**config.mk**
```make
export PLATFORM = sky130hd
export DESIGN_NAME = usr_phase_ctrl
export DESIGN_NICKNAME = d
export VERILOG_FILES = /design/src/sv/usr_pkg.sv /design/src/sv/usr_phase_ctrl.sv
export SDC_FILE = /design/constraint.sdc
export NUM_CORES = 1
export LEC_CHECK = 0
export ABC_AREA = 1
export BUFFER_PORTS_ARGS = -buffer_cell sky130_fd_sc_hd__buf_2
export CAP_MARGIN = 0
export CORE_UTILIZATION = 50
export CTS_CLUSTER_SIZE = 16
export DETAILED_ROUTE_END_ITERATION = 6
export GPL_TIMING_DRIVEN = 1
export PLACE_DENSITY = 0.69
export SLEW_MARGIN = 20
export SYNTH_ARGS = -nofsm -noshare
export SYNTH_HDL_FRONTEND = slang
export SYNTH_SLANG_ARGS = --single-unit
export TNS_END_PERCENT = 30
```
**constraint.sdc**
```tcl
create_clock -name i_clk -period 2.5 [get_ports i_clk]
set_input_delay 0.5 -clock i_clk [delete_from_list [all_inputs] [get_ports i_clk]]
set_output_delay 0.5 -clock i_clk [all_outputs]
set_load 0.03 [all_outputs]
```
**src/sv/usr_pkg.sv**
```systemverilog
// Package with the shared types, widths and constants of the ultrasonic ranger echo model.
`default_nettype none
package usr_pkg;

    localparam int COUNT_WIDTH    = 16;
    localparam int DISTANCE_WIDTH = 14;

    localparam int TRIG_W  = 6;
    localparam int DELAY_W = 10;
    localparam int ECHO_W  = 16;
    localparam int CFG_W   = 16;
    localparam int IDX_W   = 2;

    localparam logic [TRIG_W-1:0] WIDTH_MAX = {TRIG_W{1'b1}};

    // The echo length is floor((250 * d + 21) / 43), done by a reciprocal multiply.
    localparam int Y_W          = DISTANCE_WIDTH + 8;
    localparam int Q_W          = DISTANCE_WIDTH + 3;
    localparam int RECIP_SHIFT  = DISTANCE_WIDTH + 14;
    localparam int RECIP_W      = DISTANCE_WIDTH + 9;
    localparam int PROD_W       = Y_W + RECIP_W;
    localparam longint RECIP_VALUE = ((64'd1 << RECIP_SHIFT) / 43) + 1;
    localparam logic [RECIP_W-1:0] RECIP_MULT = RECIP_W'(RECIP_VALUE);
    localparam logic [Y_W-1:0] ROUND_TERM = Y_W'(21);

    localparam int CLAMP_W = (Q_W > ECHO_W) ? Q_W : ECHO_W;
    localparam int SAT_W   = (CLAMP_W > COUNT_WIDTH) ? CLAMP_W : COUNT_WIDTH;
    localparam logic [SAT_W-1:0] COUNT_MAX = SAT_W'((64'd1 << COUNT_WIDTH) - 1);

    localparam logic [TRIG_W-1:0]  MIN_TRIG_RST   = TRIG_W'(10);
    localparam logic [DELAY_W-1:0] ECHO_DELAY_RST = DELAY_W'(200);
    localparam logic [ECHO_W-1:0]  MIN_ECHO_RST   = ECHO_W'(116);
    localparam logic [ECHO_W-1:0]  MAX_ECHO_RST   = ECHO_W'(38000);

    localparam logic [IDX_W-1:0] CFG_MIN_TRIG   = IDX_W'(0);
    localparam logic [IDX_W-1:0] CFG_ECHO_DELAY = IDX_W'(1);
    localparam logic [IDX_W-1:0] CFG_MIN_ECHO   = IDX_W'(2);
    localparam logic [IDX_W-1:0] CFG_MAX_ECHO   = IDX_W'(3);

    typedef enum logic [1:0] {
        PH_IDLE  = 2'd0,
        PH_DELAY = 2'd1,
        PH_ECHO  = 2'd2
    } t_phase;

    typedef struct packed {
        logic [TRIG_W-1:0]  min_trigger_us;
        logic [DELAY_W-1:0] echo_delay_us;
        logic [ECHO_W-1:0]  min_echo_us;
        logic [ECHO_W-1:0]  max_echo_us;
    } t_cfg;

    typedef struct packed {
        logic           trig;
        logic [Q_W-1:0] quot;
    } t_calc;

endpackage
`default_nettype wire

```
**src/sv/usr_phase_ctrl.sv**
```systemverilog
// Trigger pulse measurement, echo phase machine and the result register.
`default_nettype none
module usr_phase_ctrl
    import usr_pkg::*;
(
    input  wire logic  i_clk,
    input  wire logic  i_rst_n,
    input  wire logic  i_en,
    input  wire t_calc i_calc,
    input  wire t_cfg  i_cfg,
    output logic       o_echo_level,
    output logic       o_busy_res
);

    t_phase                 r_phase;
    t_phase                 n_phase;
    logic [COUNT_WIDTH-1:0] r_phase_count;
    logic [COUNT_WIDTH-1:0] n_phase_count;
    logic [COUNT_WIDTH-1:0] r_echo_len;
    logic [COUNT_WIDTH-1:0] n_echo_len;
    logic                   r_prev;
    logic                   n_prev;
    logic [TRIG_W-1:0]      r_width;
    logic [TRIG_W-1:0]      n_width;
    logic                   r_echo;
    logic                   n_echo;
    logic                   r_busy;
    logic                   n_busy;
    logic [CLAMP_W-1:0]     w_clamp;
    logic [SAT_W-1:0]       w_sat;
    logic [COUNT_WIDTH-1:0] w_len;

    always_comb begin
        if (CLAMP_W'(i_calc.quot) < CLAMP_W'(i_cfg.min_echo_us)) begin
            w_clamp = CLAMP_W'(i_cfg.min_echo_us);
        end else if (CLAMP_W'(i_calc.quot) > CLAMP_W'(i_cfg.max_echo_us)) begin
            w_clamp = CLAMP_W'(i_cfg.max_echo_us);
        end else begin
            w_clamp = CLAMP_W'(i_calc.quot);
        end
        w_sat = SAT_W'(w_clamp);
        if (w_sat > COUNT_MAX) begin
            w_sat = COUNT_MAX;
        end
        w_len = COUNT_WIDTH'(w_sat);
    end

    always_comb begin
        n_phase       = r_phase;
        n_phase_count = r_phase_count;
        n_echo_len    = r_echo_len;
        n_width       = r_width;
        n_prev        = i_calc.trig;
        case (r_phase)
            PH_DELAY: begin
                if (r_phase_count <= COUNT_WIDTH'(1)) begin
                    if (r_echo_len == '0) begin
                        n_phase       = PH_IDLE;
                        n_phase_count = '0;
                    end else begin
                        n_phase       = PH_ECHO;
                        n_phase_count = r_echo_len;
                    end
                end else begin
                    n_phase_count = r_phase_count - COUNT_WIDTH'(1);
                end
            end
            PH_ECHO: begin
                if (r_phase_count <= COUNT_WIDTH'(1)) begin
                    n_phase       = PH_IDLE;
                    n_phase_count = '0;
                end else begin
                    n_phase_count = r_phase_count - COUNT_WIDTH'(1);
                end
            end
            default: begin
                n_phase = PH_IDLE;
            end
        endcase
        if (i_calc.trig && !r_prev) begin
            n_width = TRIG_W'(1);
        end else if (i_calc.trig && r_prev) begin
            if (r_width < WIDTH_MAX) begin
                n_width = r_width + TRIG_W'(1);
            end
        end else if (!i_calc.trig && r_prev) begin
            if (r_width >= i_cfg.min_trigger_us && r_phase == PH_IDLE) begin
                n_echo_len    = w_len;
                n_phase       = PH_DELAY;
                n_phase_count = COUNT_WIDTH'(i_cfg.echo_delay_us);
            end
            n_width = '0;
        end
    end

    always_comb begin
        n_echo = (n_phase == PH_ECHO);
        n_busy = (n_phase != PH_IDLE);
    end

    always_ff @(posedge i_clk) begin
        if (!i_rst_n) begin
            r_phase       <= PH_IDLE;
            r_phase_count <= '0;
            r_echo_len    <= '0;
            r_prev        <= 1'b0;
            r_width       <= '0;
            r_echo        <= 1'b0;
            r_busy        <= 1'b0;
        end else if (i_en) begin
            r_phase       <= n_phase;
            r_phase_count <= n_phase_count;
            r_echo_len    <= n_echo_len;
            r_prev        <= n_prev;
            r_width       <= n_width;
            r_echo        <= n_echo;
            r_busy        <= n_busy;
        end
    end

    assign o_echo_level = r_echo;
    assign o_busy_res   = r_busy;

    a_echo_busy: assert property (@(posedge i_clk) disable iff (!i_rst_n)
        r_echo |-> r_busy)
        else $error("echo high without busy");

    a_echo_count: assert property (@(posedge i_clk) disable iff (!i_rst_n)
        (r_phase == PH_ECHO) |-> (r_phase_count != '0))
        else $error("echo phase with empty count");

    a_idle_count: assert property (@(posedge i_clk) disable iff (!i_rst_n)
        (r_phase == PH_IDLE) |-> (r_phase_count == '0))
        else $error("idle phase with pending count");

    a_busy_phase: assert property (@(posedge i_clk) disable iff (!i_rst_n)
        r_busy |-> (r_phase != PH_IDLE))
        else $error("busy output while phase machine is idle");

endmodule
`default_nettype wire

```
==> results of run 1 <==
## worst max-delay path by stage
stage                     from        endpoint  depth (start not counted)
global placement     i_cfg[47]  r_echo_len[10]                         14
global route        r_width[4]  r_echo_len[14]                         13
detailed placement   i_cfg[47]   r_echo_len[4]                         14
CTS                 r_width[5]   r_echo_len[4]                         12
finish              r_width[5]   r_echo_len[4]                         12
floorplan            i_cfg[47]      o_busy_res                         14
## routing by layer
| layer | GRT usage (%) | up-vias | part of all wire (%) |
|---|---|---|---|
| met1 | 31.1 | 1932 | 46 |
| met5 | 0 | - | 0 |
| met2 | 45.1 | 146 | 47 |
| li1 | - | 2325 | - |
| met4 | 6.92 | 0 | 2.1 |
| met3 | 2.17 | 24 | 4.9 |
## cell usage in the layout, fill, tap and decap left out, types with 8 or more instances in the layout
master	n
dfxtp_1	43
o21ai_0	23
inv_1	133
buf_4	9
buf_2	70
xor2_1	11
nor2_1	44
nand4_1	21
nand2_1	148
ha_1	43
nand3_1	88
o21a_1	10
nor2_2	8
a21oi_1	39
## through the flow
stage	setup WS, ns	power, mW	hold slack, ns	instance area [um^2]	instances
2_1_floorplan	0.518	0.928	0.458	4270	683
3_3_place_gp	0.252	1.04	0.459	4730	850
3_5_place_dp	0.191	1.05	0.471	4730	850
4_1_cts	0.454	1.58	0.484	4830	857
5_1_grt	0.248	1.66	0.501	4830	857
6_report	0.448	1.56	0.483	4830	857
## cells by family (layout without fill, tap and decap cells)
group           Yosys count  after routing
compound gates           88             88
xor+xnor                 11             11
fa+ha+maj                43             43
buf+inv                 156            225
flops                    43             43
simple gates            342            342
## area by class of cell
type / instances / area, um^2 / share of cell area, %
clock buffer: 6 / 72.6 / 1.50
clock inverter: 1 / 30.0 / 0.621
inverter: 138 / 519 / 10.7
multi-input combinational: 484 / 2780 / 57.5
sequential: 43 / 861 / 17.8
tap: 105 / 131 / 2.72
timing repair buffer: 80 / 438 / 9.06
## flip-flops by register name, indices dropped and copies added, names as in the netlist
signal         count
r_phase_count     16
r_phase            2
r_prev             1
r_width            6
o_busy_res         1
o_echo_level       1
r_echo_len        16
## Yosys cell counts
library cell	number
nand2_1	148
inv_1	133
nand3_1	88
nor2_1	44
dfxtp_1	43
ha_1	43
a21oi_1	39
o21ai_0	23
nand4_1	21
xor2_1	11
clkbuf_1	10
o21a_1	10
nor2_2	8
o21ai_1	7
nand2_2	6
nand3_2	5
nor3_1	5
buf_4	4
inv_2	4
nor2_4	4
buf_6	3
nand2_4	3
a21o_1	2
a31oi_2	2
nor3_2	2
nor3b_1	2
o21ai_2	2
o22ai_1	2
buf_2	1
clkinv_2	1
nand3_4	1
nand3b_1	1
nand4_2	1
nor2_8	1
nor3_4	1
o211ai_1	1
or2_2	1
## worst reg2reg max path, cell delays in order (launching register included)
cell	delay (ns)
dfxtp_1	0.40
ha_1	0.28
a21oi_1	0.16
o21a_1	0.14
nand3_1	0.10
nand2_1	0.10
inv_2	0.07
nand2_4	0.12
clkinv_2	0.14
buf_12	0.18
o21a_1	0.17
nand2_1	0.06
inv_1	0.04
## report_power, final
part	internal [mW]	leakage [nW]	switching, mW
clock	0.293	0.0513	0.236
sequential	0.688	0.347	0.00349
combinational	0.138	2.27	0.206
total	1.12	2.66	0.445
==> results.tsv, run 1 <==
metric	value	unit
crit_fanout	25	
synthAdderAreaFrac	12.6	%
synth.area.mux_share	0	%
dr.pass1.iters	5	
numPortBuffers	70	
path_class	reg2reg	
cp_slowest_stage_delay	0.40	ns
ys_ff_latch	43	
grt_max_degree	26	
dp_hpwl	8.63	mm
clockBufferDepth	2	
postSynthCellCount	683	
finClkSkew	0.00717	ns
core-area	8260	um^2
antenna_found_initial	0	
cap_viol_max_count	0	
synth_xor_area_share	2.26	%
die-area	8910	um^2
final_layout_size_suffix_gt1_share	17.0	%
maxSlewHeadroom	67.3	%
end_kind	register	
holdPathStages	2	
p_per_area	323	nW/um^2
period_share	82.1	%
cts_tree	done	
vias	4427	
gp_congestion	0.919	
route.detailed.drc	0	
fmax	0.487	GHz
synthTopCellsByArea	dfxtp_1 20%, nand2_1 13%, ha_1 13%, inv_1 12%, nand3_1 10%	
critPathBufInv	4	
cts-root-buf	clkbuf_8	
fp.dieH	94.4	um
yosys.area_share.simple	38.6	%
worst_r2r_path_depth	12	
grt_pass1_wl	17.9	mm
synth_top_area_cell	dfxtp_1	
cts_buffers	5	
die_w	94.4	um
rsz0062_at_grt	false	
drt_iter0_drc	185	
io_pins	71	
grt_pass1_vias	4112	
rrSetupSlack	0.45	ns
period_needed	2.05	ns
ir_worst_vdd	0.189	mV
yosysSeqAreaShare	20.2	%
clock-sinks	43	
wl_per_cell	12.1	um
grt_usage	24.8	%
fin_nets	864	
syn_area	4270	um^2
slew_violations	0	
critical_path_arrival	2.25	ns
detail-route-antenna-nets	0	
initial_core_util	51.7	%
hp-start	o_echo_level	
timing.rr.end	r_echo_len[4]	
worst_pin_slew	0.490	ns
crit_chain	ha_1 > a21oi_1 > o21a_1 > nand3_1 > nand2_1 > inv_2 > nand2_4 > clkinv_2 > buf_12 > o21a_1 > nand2_1 > inv_1	
synth.avg_cell_area	6.25	um^2
whs_endpoint	o_echo_level	
grt-ovfl-total	0	
antenna_cells	0	
rows	33	
holdBufCountCts	0	
filler_cell_count	839	
clk_latency	0.30	ns
worstPathRequired	2.70	ns
htreeDepth	2	
synth_fp_nets	795	
wirelength	10.4	mm
postCtsResizedCells	0	
yosys_warnings	0	
syn2layout_area_growth	13.3	%
synth_top_family_by_area	simple AND/OR/NAND/NOR gates	
synth_top_area_share	20.2	%
clk_pin_slew	0.08	ns
p_leak	2.66	nW
setup_violations	0	
status	finished clean	
synth_cell_type_count	37	
timing.critical_path.max_delay_family	compound AO/OA/AOI/OAI gates	
fin_util	58.5	%
worst_setup_path_start_kind	register	
viasPerCell	5.17	
reg2reg_from	r_width[5]	
holdCritPathClass	reg2reg	
tns	0	ns
cts_setup_buffers	0	
timing.final.hold_violations	0	
synth-compound-area-share	11.7	%
critPathSlowestCell	dfxtp_1	
Note: power is estimated with default switching activity, not from simulation.
==> inputs of run 2 (changes only) <==
- clock period: 2.5 -> 2.1 ns (I/O delays scaled with it)
==> run 2 against run 1 <==
  * Worst hold slack got worse by 0.064 ns
  * Largest power group unchanged
  * Critical endpoint is now r_phase[0]
  * Final area grew 1.3%
  * Final cell count up 1.1%
  * Highest routed layer unchanged
  * Non-clock buffer count rose by 8
==> results.tsv, run 2 (synthesized netlist as in run 1, its figures left out) <==
metric	value	unit	change
critPathBufInv	3		-1
slew_violations	0		unchanged
whs_endpoint	r_phase_count[1]		
rsz0062_at_grt	false		
seq_power_share	45.1	%	+0.9 points
reg_top3	r_echo_len x16, r_phase_count x16, r_width x6		
rows	33		unchanged
period_share	91.2	%	+9.1 points
dp_hpwl	8.80	mm	+1.9%
p_per_area	373	nW/um^2	+15%
maxSlewHeadroom	65.2	%	-2.2 points
io_pins	71		unchanged
cts_buffers	5		unchanged
die-area	8910	um^2	unchanged
antenna_found_initial	0		unchanged
ir_worst_vdd	0.195	mV	+3.3%
grt-ovfl-total	0		unchanged
htreeDepth	2		unchanged
p_comb_share	23.0	%	+1.0 points
crit_chain	inv_1 > ha_1 > or2_2 > nand3_4 > inv_2 > nand2_1 > nor2_1 > nor2_1 > o21ai_1 > nand2_1 > inv_1		
place_area	4790	um^2	+1.3%
die_w	94.4	um	unchanged
rrSetupSlack	0.19	ns	-0.26 ns
core-area	8260	um^2	unchanged
power_frac_clock	31.9	%	-1.9 points
wirelength	10.8	mm	+4.0%
sw_frac_of_total	29.1	%	+0.66 points
detail-route-antenna-nets	0		unchanged
clockBufferDepth	2		unchanged
period_needed	1.91	ns	-0.137 ns
mostFrequentLayoutCells	148 x nand2_1, 133 x inv_1, 88 x nand3_1		
vias	4441		+0.32%
holdBufCountCts	0		unchanged
postCtsResizedCells	0		unchanged
grt_usage	26.3	%	+1.4 points
fmax	0.522	GHz	+7.2%
cts-root-buf	clkbuf_8		
stdcell_count	866		+1.1%
grt_max_degree	19		-27%
route.detailed.drc	0		unchanged
status	finished clean		
p_leak	2.71	nW	+1.6%
wl_per_cell	12.5	um	+2.9%
end_kind	register		
whs	0.420	ns	-0.0635 ns
path_class	reg2reg		
dp_cells	858		+0.94%
cts_setup_buffers	0		unchanged
clk_pin_slew	0.07	ns	about the same
intPower	1.29	mW	+16%
worst_setup_path_start_kind	register		
reg2reg_from	r_phase[1]		
dr.pass1.iters	5		unchanged
gp_congestion	0.906		-1.3%
setup_violations	0		unchanged
holdPathStages	5		+3
antenna_cells	0		unchanged
cap_viol_max_count	0		unchanged
worstPathRequired	2.30	ns	-0.40 ns
final_layout_size_suffix_gt1_share	18.1	%	+1.1 points
timing.final.hold_violations	0		unchanged
worst_pin_slew	0.522	ns	+0.0324 ns
finClkSkew	0.00826	ns	+0.00110 ns
worst_r2r_path_depth	11		-1
clk_latency	0.30	ns	about the same
fin_nets	872		+0.93%
drt_iter0_drc	174		-5.9%
viasPerCell	5.13		-0.73%
syn2layout_area_growth	14.7	%	
initial_core_util	51.7	%	unchanged
layout_commonest_cell	nand2_1		
fin_area	4900	um^2	+1.3%
cp_slowest_stage_delay	0.37	ns	-0.03 ns
timing.critical_path.max_delay_family	simple AND/OR/NAND/NOR gates		
holdCritPathClass	in2reg		
critical_path_arrival	2.11	ns	-0.14 ns
filler_cell_count	840		+0.12%
cts_tree	done		
hp-start	i_cfg[33]		
grt_pass1_wl	19.0	mm	+5.8%
numPortBuffers	70		unchanged
grt_pass1_vias	4422		+7.5%
timing.rr.end	r_phase[0]		
p_sw	0.531	mW	+19%
crit_fanout	9		-64%
critPathSlowestCell	dfxtp_1		
clock-sinks	43		unchanged
fp.dieH	94.4	um	unchanged
-- run 2: cell count changes in the layout (fill, tap and decap cells not counted), sizes merged --
cell,before,now
inv,137,138
clkbuf,6,8
clkinv,1,0
bufinv,1,0
buf,80,88
-- run 2: worst max path at each step --
stage | startpoint | endpoint | slack (ns) | depth (start not counted)
finish | r_phase[1] | r_phase[0] | 0.19 | 11
global placement | i_cfg[47] | o_busy_res | -0.04 | 14
floorplan | i_cfg[47] | o_busy_res | 0.20 | 14
CTS | r_width[5] | r_phase[0] | 0.1 | 12
global route | r_phase_count[1] | r_phase[0] | 0.03 | 13
detailed placement | i_cfg[47] | o_busy_res | -0.08 | 14
-- run 2: power groups by stage --
stage                     registers (mW)  clock network [mW]  logic [mW]
after floorplan                    0.841                   0       0.264
after global placement             0.842                   0       0.407
after detailed placement           0.842                   0       0.420
after CTS                          0.822               0.596       0.422
after global routing               0.823               0.635       0.487
final                              0.823               0.582       0.420
-- run 2: final cells by class --
class                           instances  area (um^2)  share of cell area [%]
Sequential cell                        43          862                    17.6
Clock buffer                            8          100                    2.04
Multi-Input combinational cell        484         2780                    56.8
Tap cell                              105          131                    2.68
Timing Repair Buffer                   88          498                    10.2
Inverter                              138          523                    10.7
-- run 2: tightest hold or removal path: cells and delay by family --
family                 cells  cell delay (ns)
AND/OR/NAND/NOR            3             0.15
buffers and inverters      2             0.12
-- run 2: metrics by stage --
step | util (%) | setup TNS (ns) | power [mW] | setup slack (ns)
finish | 59.3 | 0 | 1.82 | 0.186
floorplan | - | 0 | 1.11 | 0.198
detailed placement | 58.0 | -0.921 | 1.26 | -0.0787
global route | 59.3 | 0 | 1.94 | 0.0341
global placement | 58.0 | -0.184 | 1.25 | -0.0380
CTS | 59.2 | 0 | 1.84 | 0.0972
-- run 2: routing by layer --
metal,up-vias,GRT usage [%],routed length (um)
met5,-,0,0
met4,0,7.31,126
met3,11,3.78,549
met2,135,48.9,5370
met1,1950,30.9,4760
li1,2345,-,-
